### src/rtl/core/pbz_pkg.sv
// pbz_pkg: types, constants and command structs shared by the bezier evaluator
`timescale 1ns / 1ps
package pbz_pkg;

  localparam int MaxSegments = 16;
  localparam int SlotW       = 4;
  localparam int CountW      = 5;
  localparam int DataW       = 32;
  localparam int TW          = 17;
  localparam int DivSteps    = 16;

  localparam logic OP_WRITE = 1'b0;
  localparam logic OP_EVAL  = 1'b1;

  localparam logic [2:0] ST_OK    = 3'd0;
  localparam logic [2:0] ST_BELOW = 3'd1;
  localparam logic [2:0] ST_ABOVE = 3'd2;
  localparam logic [2:0] ST_ZERO  = 3'd3;
  localparam logic [2:0] ST_EMPTY = 3'd4;

  typedef struct packed {
    logic              operation;
    logic [SlotW-1:0]  slot;
    logic signed [DataW-1:0] query_x;
    logic signed [DataW-1:0] seg_start_x;
    logic signed [DataW-1:0] seg_start_y;
    logic signed [DataW-1:0] seg_ctrl_a_y;
    logic signed [DataW-1:0] seg_ctrl_b_y;
    logic signed [DataW-1:0] seg_end_x;
    logic signed [DataW-1:0] seg_end_y;
  } in_item_t;

  typedef struct packed {
    logic signed [DataW-1:0] curve_y;
    logic [SlotW-1:0]        found_segment;
    logic [2:0]              status;
  } out_item_t;

  // lerp stage selector: which operands feed the shared interpolator
  typedef enum logic [2:0] {
    LS_A = 3'd0, LS_B = 3'd1, LS_C = 3'd2, LS_D = 3'd3, LS_E = 3'd4, LS_F = 3'd5
  } lerp_sel_t;

  // commands from controller to datapath
  typedef struct packed {
    logic       load;       // capture input item
    logic       write_tab;  // store segment
    logic       rd_first;   // read entry 0 and entry n-1
    logic       rd_mid;     // read entry at mid
    logic       srch_step;  // update lo/hi from the compare
    logic       rd_lo;      // read entry lo
    logic       div_init;
    logic       div_step;
    logic       lerp_mul;   // register the product
    logic       lerp_fin;   // accumulate the lerp result
    lerp_sel_t  lsel;
    logic       res_write;  // write done
    logic       res_empty;
    logic       res_zero;
    logic       res_eval;
  } cmd_t;

  // status from datapath to controller
  typedef struct packed {
    logic is_eval;
    logic empty;
    logic search_done;
    logic zero_width;
  } sts_t;

  function automatic logic signed [DataW-1:0] sat32(input logic signed [DataW+1:0] v);
    if (v > $signed({3'b000, {(DataW-1){1'b1}}})) return {1'b0, {(DataW-1){1'b1}}};
    if (v < $signed({3'b111, {(DataW-1){1'b0}}})) return {1'b1, {(DataW-1){1'b0}}};
    return v[DataW-1:0];
  endfunction

endpackage

### src/rtl/core/pbz_ctrl.sv
// pbz_ctrl: sequencing state machine for the bezier evaluator
`timescale 1ns / 1ps
module pbz_ctrl import pbz_pkg::*; (
  input  logic clk,
  input  logic rst_n,
  input  logic in_valid,
  output logic in_ready,
  input  logic res_busy,
  input  sts_t sts,
  output cmd_t cmd
);

  typedef enum logic [8:0] {
    S_IDLE  = 9'b000000001,
    S_DISP  = 9'b000000010,
    S_FIRST = 9'b000000100,
    S_MID   = 9'b000001000,
    S_CMP   = 9'b000010000,
    S_LO    = 9'b000100000,
    S_DIV   = 9'b001000000,
    S_MUL   = 9'b010000000,
    S_FIN   = 9'b100000000
  } state_t;

  state_t state_r, state_nxt;
  logic [4:0] cnt_r, cnt_nxt;
  lerp_sel_t lsel_r, lsel_nxt;

  assign in_ready = (state_r == S_IDLE);

  // next state and commands; a result is held back while the output register is full
  always_comb begin
    state_nxt = state_r;
    cnt_nxt   = cnt_r;
    lsel_nxt  = lsel_r;
    cmd       = '0;
    cmd.lsel  = lsel_r;
    case (state_r)
      S_IDLE: begin
        if (in_valid && in_ready) begin
          cmd.load  = 1'b1;
          state_nxt = S_DISP;
        end
      end
      S_DISP: begin
        if (!sts.is_eval) begin
          if (!res_busy) begin
            cmd.write_tab = 1'b1;
            cmd.res_write = 1'b1;
            state_nxt = S_IDLE;
          end
        end else if (sts.empty) begin
          if (!res_busy) begin
            cmd.res_empty = 1'b1;
            state_nxt = S_IDLE;
          end
        end else begin
          cmd.rd_first = 1'b1;
          state_nxt = S_FIRST;
        end
      end
      // domain bounds and search limits settle here
      S_FIRST: state_nxt = S_MID;
      S_MID: begin
        if (sts.search_done) begin
          cmd.rd_lo = 1'b1;
          state_nxt = S_LO;
        end else begin
          cmd.rd_mid = 1'b1;
          state_nxt = S_CMP;
        end
      end
      S_CMP: begin
        cmd.srch_step = 1'b1;
        state_nxt = S_MID;
      end
      S_LO: begin
        if (sts.zero_width) begin
          if (!res_busy) begin
            cmd.res_zero = 1'b1;
            state_nxt = S_IDLE;
          end
        end else begin
          cmd.div_init = 1'b1;
          cnt_nxt = 5'(DivSteps);
          state_nxt = S_DIV;
        end
      end
      S_DIV: begin
        cmd.div_step = 1'b1;
        cnt_nxt = cnt_r - 5'd1;
        if (cnt_r == 5'd1) begin
          lsel_nxt = LS_A;
          state_nxt = S_MUL;
        end
      end
      S_MUL: begin
        cmd.lerp_mul = 1'b1;
        state_nxt = S_FIN;
      end
      S_FIN: begin
        if (lsel_r == LS_F) begin
          if (!res_busy) begin
            cmd.lerp_fin = 1'b1;
            cmd.res_eval = 1'b1;
            state_nxt = S_IDLE;
          end
        end else begin
          cmd.lerp_fin = 1'b1;
          lsel_nxt = lerp_sel_t'(lsel_r + 3'd1);
          state_nxt = S_MUL;
        end
      end
      default: state_nxt = S_IDLE;
    endcase
  end

  always_ff @(posedge clk) begin
    if (!rst_n) begin
      state_r <= S_IDLE;
      cnt_r   <= '0;
      lsel_r  <= LS_A;
    end else begin
      state_r <= state_nxt;
      cnt_r   <= cnt_nxt;
      lsel_r  <= lsel_nxt;
    end
  end

endmodule

### config.mk
export PLATFORM = sky130hd
export DESIGN_NAME = pbz_ctrl
export DESIGN_NICKNAME = d
export VERILOG_FILES = /design/src/rtl/core/pbz_pkg.sv /design/src/rtl/core/pbz_ctrl.sv
export SDC_FILE = /design/constraint.sdc
export NUM_CORES = 1
export LEC_CHECK = 0
export BUFFER_PORTS_ARGS = -buffer_cell sky130_fd_sc_hd__buf_2
export CORE_MARGIN = 2
export CORE_UTILIZATION = 47
export CTS_CLUSTER_SIZE = 12
export DETAILED_ROUTE_END_ITERATION = 8
export GPL_TIMING_DRIVEN = 1
export PLACE_DENSITY_LB_ADDON = 0.05
export SLEW_MARGIN = 20
export SYNTH_ARGS = -nofsm -noshare
export SYNTH_HDL_FRONTEND = slang
export SYNTH_SLANG_ARGS = --single-unit
### constraint.sdc
create_clock -name clk -period 1.6 [get_ports clk]
set_input_delay 0.16 -clock clk [delete_from_list [all_inputs] [get_ports clk]]
set_output_delay 0.16 -clock clk [all_outputs]
set_load 0.01 [all_outputs]
### Word level (Yosys, flattened, before mapping)

Cells that the tools add are included.

* $add $sub $neg: 2
* equal/unequal tests: 15
* mux-type cells: 39
* reduce and logical (&&, ||, !) cells: 7

Operators with widths (number)
* case mux 9 bit (8 select lines): 1
* 2-to-1 mux 9 bit: 7
* 2-to-1 mux 1 bit: 23
* case mux 5 bit (2 select lines): 1
* == test 9 x 1 -> 1 bit, second input constant: 1
* == test 9 x 2 -> 1 bit, second input constant: 1
* == test 9 x 3 -> 1 bit, second input constant: 1
* == test 9 x 4 -> 1 bit, second input constant: 1
* == test 9 x 5 -> 1 bit, second input constant: 1
* == test 9 x 6 -> 1 bit, second input constant: 1
* == test 9 x 7 -> 1 bit, second input constant: 1
* == test 9 x 8 -> 1 bit, second input constant: 1
* == test 9 bit, second input constant: 1
* 2-to-1 mux 3 bit: 2
* 2-to-1 mux 6 bit: 1
* inequality test 2 bit, second input constant: 3
* case mux 3 bit (2 select lines): 1
* == test 5 x 1 -> 1 bit, second input constant: 1
* 2-to-1 mux 5 bit: 1
* subtractor 5 x 1 -> 5 bit, second input constant: 1
* 2-to-1 mux 2 bit: 2
* AND reduction 2 bit: 2
* nonzero test 2 bit: 2
* adder 3 x 1 -> 3 bit, second input constant: 1
* 5 further kinds: 5

* register bits: 17
* input port bits: 8
* output and inout bits: 18
* logic and storage cells: 66

### Logic depth before layout (Yosys ltp)

Gate-level depths: netlist of the first run.

* depth after elaboration: 4
* mapped depth: 7
* depth with buffers taken out: 7

### Worst setup path before layout of the first run

OpenSTA, ideal clock, no wires.

* path type: reg-to-reg
* start point: reg state_r[0]
* end point: reg lsel_r[2]
* library setup time: 0.116 ns
* arrival time: 1.554 ns
* data required time: 1.484 ns
* slack: -0.070 ns
* stages on the path, launching flop included: 6
* cell sequence: dfxtp_1 > nor4_4 > nand3_2 > o22ai_2 > o211ai_1 > and3b_1

* longest elaborated chain between the ends: 3
* elaborated cells on any way between the ends: 7
* classes of those cells: eq/ne: 4; mux: 1; reduce/logical: 2

RTL lines
* start, declared: line pbz_ctrl.sv:25 `state_t state_r, state_nxt;`
* start signal, assigned: line pbz_ctrl.sv:124 `state_r <= state_nxt;`
* == test 9 bit / == test 9 x 7 -> 1 bit (equally long branches): line pbz_ctrl.sv:38 `case (state_r)`
* inequality test 2 bit (no source line) / nonzero test 2 bit (equally long branches)
* AND reduction 3 bit (no source line)
* end signal, assigned: line pbz_ctrl.sv:126 `lsel_r <= lsel_nxt;`
* end, declared: line pbz_ctrl.sv:27 `lerp_sel_t lsel_r, lsel_nxt;`

Several ways; a longest one is shown, not always the timed one.
A chain may end at the register's enable or synchronous reset.

==> impl_metrics.json, run 1 <==
{
  "status": "finished, violations left",
  "failed_checks": "setup timing",
  "syn-cell-area_um2": 1090,
  "ctsHtreeMaxLevel": 1,
  "relSlewSlack": 0.790,
  "yosysUniqueCellTypes": 43,
  "met2_usage": 0.513,
  "ys_seq_elements": 17,
  "numClockSinks": 17,
  "power.density_nw_per_um2": 675,
  "place_inst": 196,
  "synthTopCellsByArea": "dfxtp_1, nor2_1, ha_1",
  "die_y_um": 52.2,
  "core_um2": 2210,
  "core.rowCount": 17,
  "grt_max_degree": 16,
  "synth_top_area_cell": "dfxtp_1",
  "gp_congestion": 0.771,
  "die_w_um": 52.2,
  "r2r-start": "state_r[1]$_SDFFE_PN0P_",
  "min_period_ns": 1.95,
  "required_ns": 1.44,
  "yosysTopAreaCellShare": 0.312,
  "clk_latency_ns": 0.31,
  "cts_tree": "done",
  "final_core_util": 0.823,
  "cp_slowest_stage_delay_ns": 0.38,
  "fmax_mhz": 513,
  "irDropWorstVdd_mv": 0.530,
  "worstSetupStartpoint": "state_r[6]$_SDFFE_PN0P_",
  "vias": 1217,
  "start_util": 0.493,
  "drive_above_1_share": 0.571,
  "fillers": 141,
  "worstPathMaxFanout": 3,
  "cp-endpoint": "cmd[2]",
  "dieArea_um2": 2720,
  "rsz0062_at_grt": "yes",
  "ys_seq_area_frac": 0.312,
  "leakage_nw": 0.798,
  "drc": 0,
  "synth.net_count": 140,
  "wl_mm": 3.64,
  "layout.nets": 204,
  "cts_buffer_depth": 2,
  "syn_inst": 128,
  "area_growth_pct": 67.0,
  "fin_ws_ns": -0.350,
  "endpoint_kind": "output port",
  "viasPerCell": 5.56,
  "crit_type": "flip-flop to output port",
  "cts_made_buffers": 3,
  "cts-root-buf": "clkbuf_4",
  "r2r_slack_ns": -0.16,
  "antenna_found_initial": 0,
  "top_usage_layer": "met2",
  "setup_violations": 22,
  "critPathSlowestCell": "dfxtp_4",
  "route.detailed.wl_per_inst_um": 16.6,
  "maxCapViolations": 0,
  "mostFrequentLayoutCells": "buf_4, buf_2, buf_6, dfxtp_1, nor2_1",
  "avgSynthCellArea_um2": 8.51,
  "synth_warnings": 0,
  "grt_util_met1": 0.320,
  "grt_first_pass_wirelength_mm": 5.63,
  "ios": 26,
  "dr.pass1.iters": 5,
  "drv_slew": 0,
  "finalCritPeriodShare": 1.22,
  "tightest_slew_ns": 0.314,
  "drt-initial-drc-count": 17,
  "antenna_cells": 0,
  "finalClockSkew_ns": 0.00812,
  "final_common_cell": "buf_4",
  "arrival_ns": 1.79,
  "hold_class": "primary input to flip-flop",
  "clk_pin_slew_worst_paths_ns": 0.12,
  "use_met3": 0.0460,
  "grt_pass1_vias": 1217,
  "layout.cells.non_filler": 219,
  "reg2regPathDepth": 8,
  "crit_path_cell_trace": "nor3_4 -> nand4_1 -> or2_1 -> nor3b_2 -> buf_2",
  "r2r_end": "cnt_r[3]$_SDFFE_PN0P_",
  "post-dp-hpwl_mm": 2.01,
  "grt_overflow": 0,
  "start_kind": "flip-flop",
  "hold_viol_final": 0,
  "final_antenna_net_count": 0,
  "port-buffer-count": 25,
  "grtUsageTotal": 0.287
}
==> worst max-delay path, delay by kind of cell (launching register included) <==
family        cells  cell delay [ns]
flops             1             0.38
buf+inv           1             0.16
simple gates      4             0.93
==> routing by layer <==
layer / vias up / wire (um) / part of all wire
met2: 42 / 1900 / 0.52
li1: 580 / - / -
met3: 12 / 168 / 0.046
met1: 583 / 1440 / 0.39
met4: 0 / 138 / 0.038
met5: - / 0 / 0
==> how the worst min path moves through the flow <==
| stage | start | to | slack [ns] | cells past startpoint |
|---|---|---|---|---|
| after CTS | sts[1] | state_r[4]$_SDFFE_PN0P_ | 0.16 | 3 |
| final | sts[1] | state_r[4]$_SDFFE_PN0P_ | 0.19 | 3 |
| after global placement | sts[1] | state_r[4]$_SDFFE_PN0P_ | 0.48 | 3 |
| after detailed placement | sts[1] | state_r[4]$_SDFFE_PN0P_ | 0.49 | 3 |
| after floorplan | rst_n | lsel_r[0]$_SDFFE_PN0P_ | 0.29 | 1 |
| after global routing | sts[1] | state_r[4]$_SDFFE_PN0P_ | 0.19 | 3 |
==> metrics by stage <==
| stage | hold WS, ns | cell area [um^2] | TNS (ns) | total power [mW] | setup slack (ns) |
|---|---|---|---|---|---|
| floorplan | 0.288 | 1110 | -0.0523 | 0.661 | -0.0314 |
| global placement | 0.476 | 1390 | -0.0131 | 0.760 | -0.0104 |
| detailed placement | 0.486 | 1390 | -0.0199 | 0.766 | -0.0149 |
| CTS | 0.157 | 1720 | -2.48 | 1.15 | -0.235 |
| global route | 0.190 | 1820 | -5.30 | 1.29 | -0.449 |
| finish | 0.186 | 1820 | -3.16 | 1.23 | -0.350 |
==> synth_stat cells (all sizes together) <==
library cell  instances
dfxtp                17
nor2                 15
inv                  11
and2                  7
nand3                 7
a21oi                 5
nand2                 5
nor3b                 5
a21boi                4
ha                    4
nor3                  4
o21a                  4
o21ai                 4
nor2b                 3
o211ai                3
xor2                  3
and3                  2
and3b                 2
clkbuf                2
nand3b                2
nand4b                2
nor4                  2
nor4b                 2
or2                   2
a2bb2oi               1
and4                  1
buf                   1
mux2i                 1
nand2b                1
nand4                 1
o221a                 1
o221ai                1
o22ai                 1
or3                   1
xnor2                 1
==> report_power, final <==
| group | total [mW] | internal, mW | switching, mW |
|---|---|---|---|
| Combinational | 0.496 | 0.287 | 0.208 |
| Clock | 0.261 | 0.0971 | 0.164 |
| Sequential | 0.473 | 0.442 | 0.0309 |
==> repair_timing <==
item / in CTS / in global routing
hold buffers: 0 / 0
pin swaps: 21 / 15
setup endpoints to repair: 19 / 27
gates resized for setup: 35 / 24
setup buffers: 18 / 10
==> sequential cells by signal (all words and copies together) (netlist names) <==
| name | cells |
|---|---|
| cnt_r | 5 |
| state_r | 9 |
| lsel_r | 3 |
==> logic make-up after synthesis <==
group	share of synthesized area
and+or+nand+nor	0.388
AOI/OAI and AO/OA	0.161
DFF	0.312
buffers and inverters	0.0517
xor gates and xnor gates	0.0322
adders and majority gates	0.0459
muxes	0.00919
==> final cells by class <==
cell class	count	area, um^2	area share
flip-flops and latches	17	353	0.194
repair buffers	62	483	0.265
well taps	28	35.0	0.0192
clock buffers	3	22.5	0.0124
inverters	11	43.8	0.0241
clock inverters	1	6.26	0.00344
multi-input cells	97	877	0.482
(Power assumes the default switching activity.)
==> run 2, diff against run 1 <==
--- a/config.mk
+++ b/config.mk
@@ -7,7 +7,7 @@
 export LEC_CHECK = 0
 export BUFFER_PORTS_ARGS = -buffer_cell sky130_fd_sc_hd__buf_2
 export CORE_MARGIN = 2
-export CORE_UTILIZATION = 47
+export CORE_UTILIZATION = 35
 export CTS_CLUSTER_SIZE = 12
 export DETAILED_ROUTE_END_ITERATION = 8
 export GPL_TIMING_DRIVEN = 1
==> run 2 against run 1 <==
Clock power down 7.7%; non-clock buffer count shrank 6; critical path depth increased by 1; core utilization decreased by 23 points; register-to-register slack improved by 0.06 ns; cell count shrank 0.46%; sequential share of layout area is 0.48 points higher; the flow still finishes with violations (setup timing); clock skew shrank 0.0063 ns.
==> impl_metrics.json, run 2 (synthesized netlist as in run 1, its figures left out) <==
{
  "status": "finished, violations left",
  "failed_checks": "setup timing",
  "antenna_cells": 0,
  "die_w_um": 59.8,
  "area_growth_pct": 62.5,
  "pwr-share-comb": 0.405,
  "place_inst": 199,
  "leakage_nw": 0.758,
  "p_seq_frac": 0.393,
  "crit_type": "flip-flop to output port",
  "dp_slack_ns": -0.0297,
  "endpoint_kind": "output port",
  "mostFrequentLayoutCells": "buf_4, buf_2, buf_6, dfxtp_1, nor2_1",
  "irDropWorstVdd_mv": 0.286,
  "fin_total_pwr_mw": 1.19,
  "antenna_found_initial": 0,
  "setup-tns-final_ns": -2.59,
  "ios": 26,
  "worstPathMaxFanout": 4,
  "start_kind": "flip-flop",
  "cts_made_buffers": 3,
  "arrival_ns": 1.67,
  "ctsHtreeMaxLevel": 1,
  "grt_first_pass_wirelength_mm": 4.86,
  "wl_met1_mm": 1.43,
  "vias": 1110,
  "power.density_nw_per_um2": 673,
  "p_clk_frac": 0.202,
  "final_antenna_net_count": 0,
  "wl_met2_mm": 1.49,
  "drive_above_1_share": 0.562,
  "top_layer": "met4",
  "grt_pass1_vias": 1084,
  "dr.pass1.iters": 4,
  "drv_slew": 0,
  "core_um2": 3000,
  "core.rowCount": 20,
  "cts_buffer_depth": 2,
  "tightest_slew_ns": 0.363,
  "start_util": 0.363,
  "internal_power_mw": 0.810,
  "grtUsageTotal": 0.181,
  "finalCritPeriodShare": 1.15,
  "hold_class": "primary input to flip-flop",
  "gp_congestion": 0.747,
  "clk_latency_ns": 0.30,
  "rsz0062_at_grt": "yes",
  "die_y_um": 59.8,
  "layout.cells.non_filler": 218,
  "holdWs_ns": 0.175,
  "multi_input_area_um2": 873,
  "fmax_mhz": 545,
  "regArea_um2": 352,
  "dieArea_um2": 3580,
  "p_sw_frac": 0.320,
  "finalClockSkew_ns": 0.00178,
  "layout.nets": 198,
  "fillers": 276,
  "clk_pin_slew_worst_paths_ns": 0.10,
  "min_period_ns": 1.83,
  "wl_mm": 3.07,
  "p_switching_mw": 0.381,
  "viasPerCell": 5.09,
  "port-buffer-count": 25,
  "drc": 0,
  "maxCapViolations": 0,
  "required_ns": 1.44,
  "wl_met3_um": 122,
  "hold_viol_final": 0,
  "cts_tree": "done",
  "grt_max_degree": 16,
  "fin_ws_ns": -0.235,
  "cts-root-buf": "clkbuf_4",
  "post-dp-hpwl_mm": 2.13,
  "setup_violations": 23,
  "r2r_slack_ns": -0.10,
  "final_common_cell": "buf_4",
  "largest_reg_flops": 9,
  "relSlewSlack": 0.757,
  "numClockSinks": 17,
  "largestRegisters": "state_r (9), cnt_r (5), lsel_r (3)",
  "grt_overflow": 0,
  "regMostFlops": "state_r",
  "drt-initial-drc-count": 26,
  "route.detailed.wl_per_inst_um": 14.1
}
## run 2: cell types whose count changed in the layout (fill, tap and decap cells not counted), sizes merged
cell    previous run  this run
inv               12        11
clkinv             0         1
buf               62        56
## run 2: metal layers
layer | vias to the layer above | GRT usage
li1 | 562 | -
met1 | 520 | 0.241
met2 | 24 | 0.295
met3 | 4 | 0.0238
met4 | 0 | 0.0667
met5 | - | 0
## run 2: area by class of cell
type	instances	share of cell area
clock buffers	3	0.0127
repair buffers	56	0.245
multi-input cells	97	0.493
flip-flops and latches	17	0.199
clock inverters	1	0.00283
well taps	33	0.0233
inverters	11	0.0247
## run 2: final timing paths
path,from,endpoint,cells past startpoint
worst max-delay path,state_r[7]$_SDFFE_PN0P_,cmd[13],6
worst min register to register,lsel_r[0]$_SDFFE_PN0P_,lsel_r[0]$_SDFFE_PN0P_,2
worst min-delay path,sts[1],state_r[4]$_SDFFE_PN0P_,3
worst max register to register,state_r[3]$_SDFFE_PN0P_,state_r[1]$_SDFFE_PN0P_,8
## run 2: worst max-delay path, cell delays in order (launching register included)
cell	delay, ns
dfxtp_2	0.35
nor3_4	0.26
nand3b_1	0.14
buf_4	0.15
or2_4	0.25
nor2_2	0.09
buf_2	0.13
## run 2: repair_timing
action,4_1_cts,5_1_grt
setup buffers,12,5
gates resized for setup,36,21
endpoints found under the setup margin,22,28
hold buffers,0,0
cloned,0,0
pin swaps,19,6
## run 2: through the flow
| step | instance area (um^2) | utilization |
|---|---|---|
| CTS | 1660 | 0.551 |
| detailed placement | 1380 | 0.460 |
| global route | 1770 | 0.590 |
| finish | 1770 | 0.590 |
| global placement | 1380 | 0.460 |
| floorplan | 1110 | - |
## run 2: power groups by stage
stage	clock network [mW]	logic [mW]	registers, mW
2_1_floorplan	0	0.185	0.475
3_3_place_gp	0	0.306	0.473
3_5_place_dp	0	0.309	0.473
4_1_cts	0.250	0.423	0.469
5_1_grt	0.274	0.517	0.471
6_report	0.241	0.482	0.468
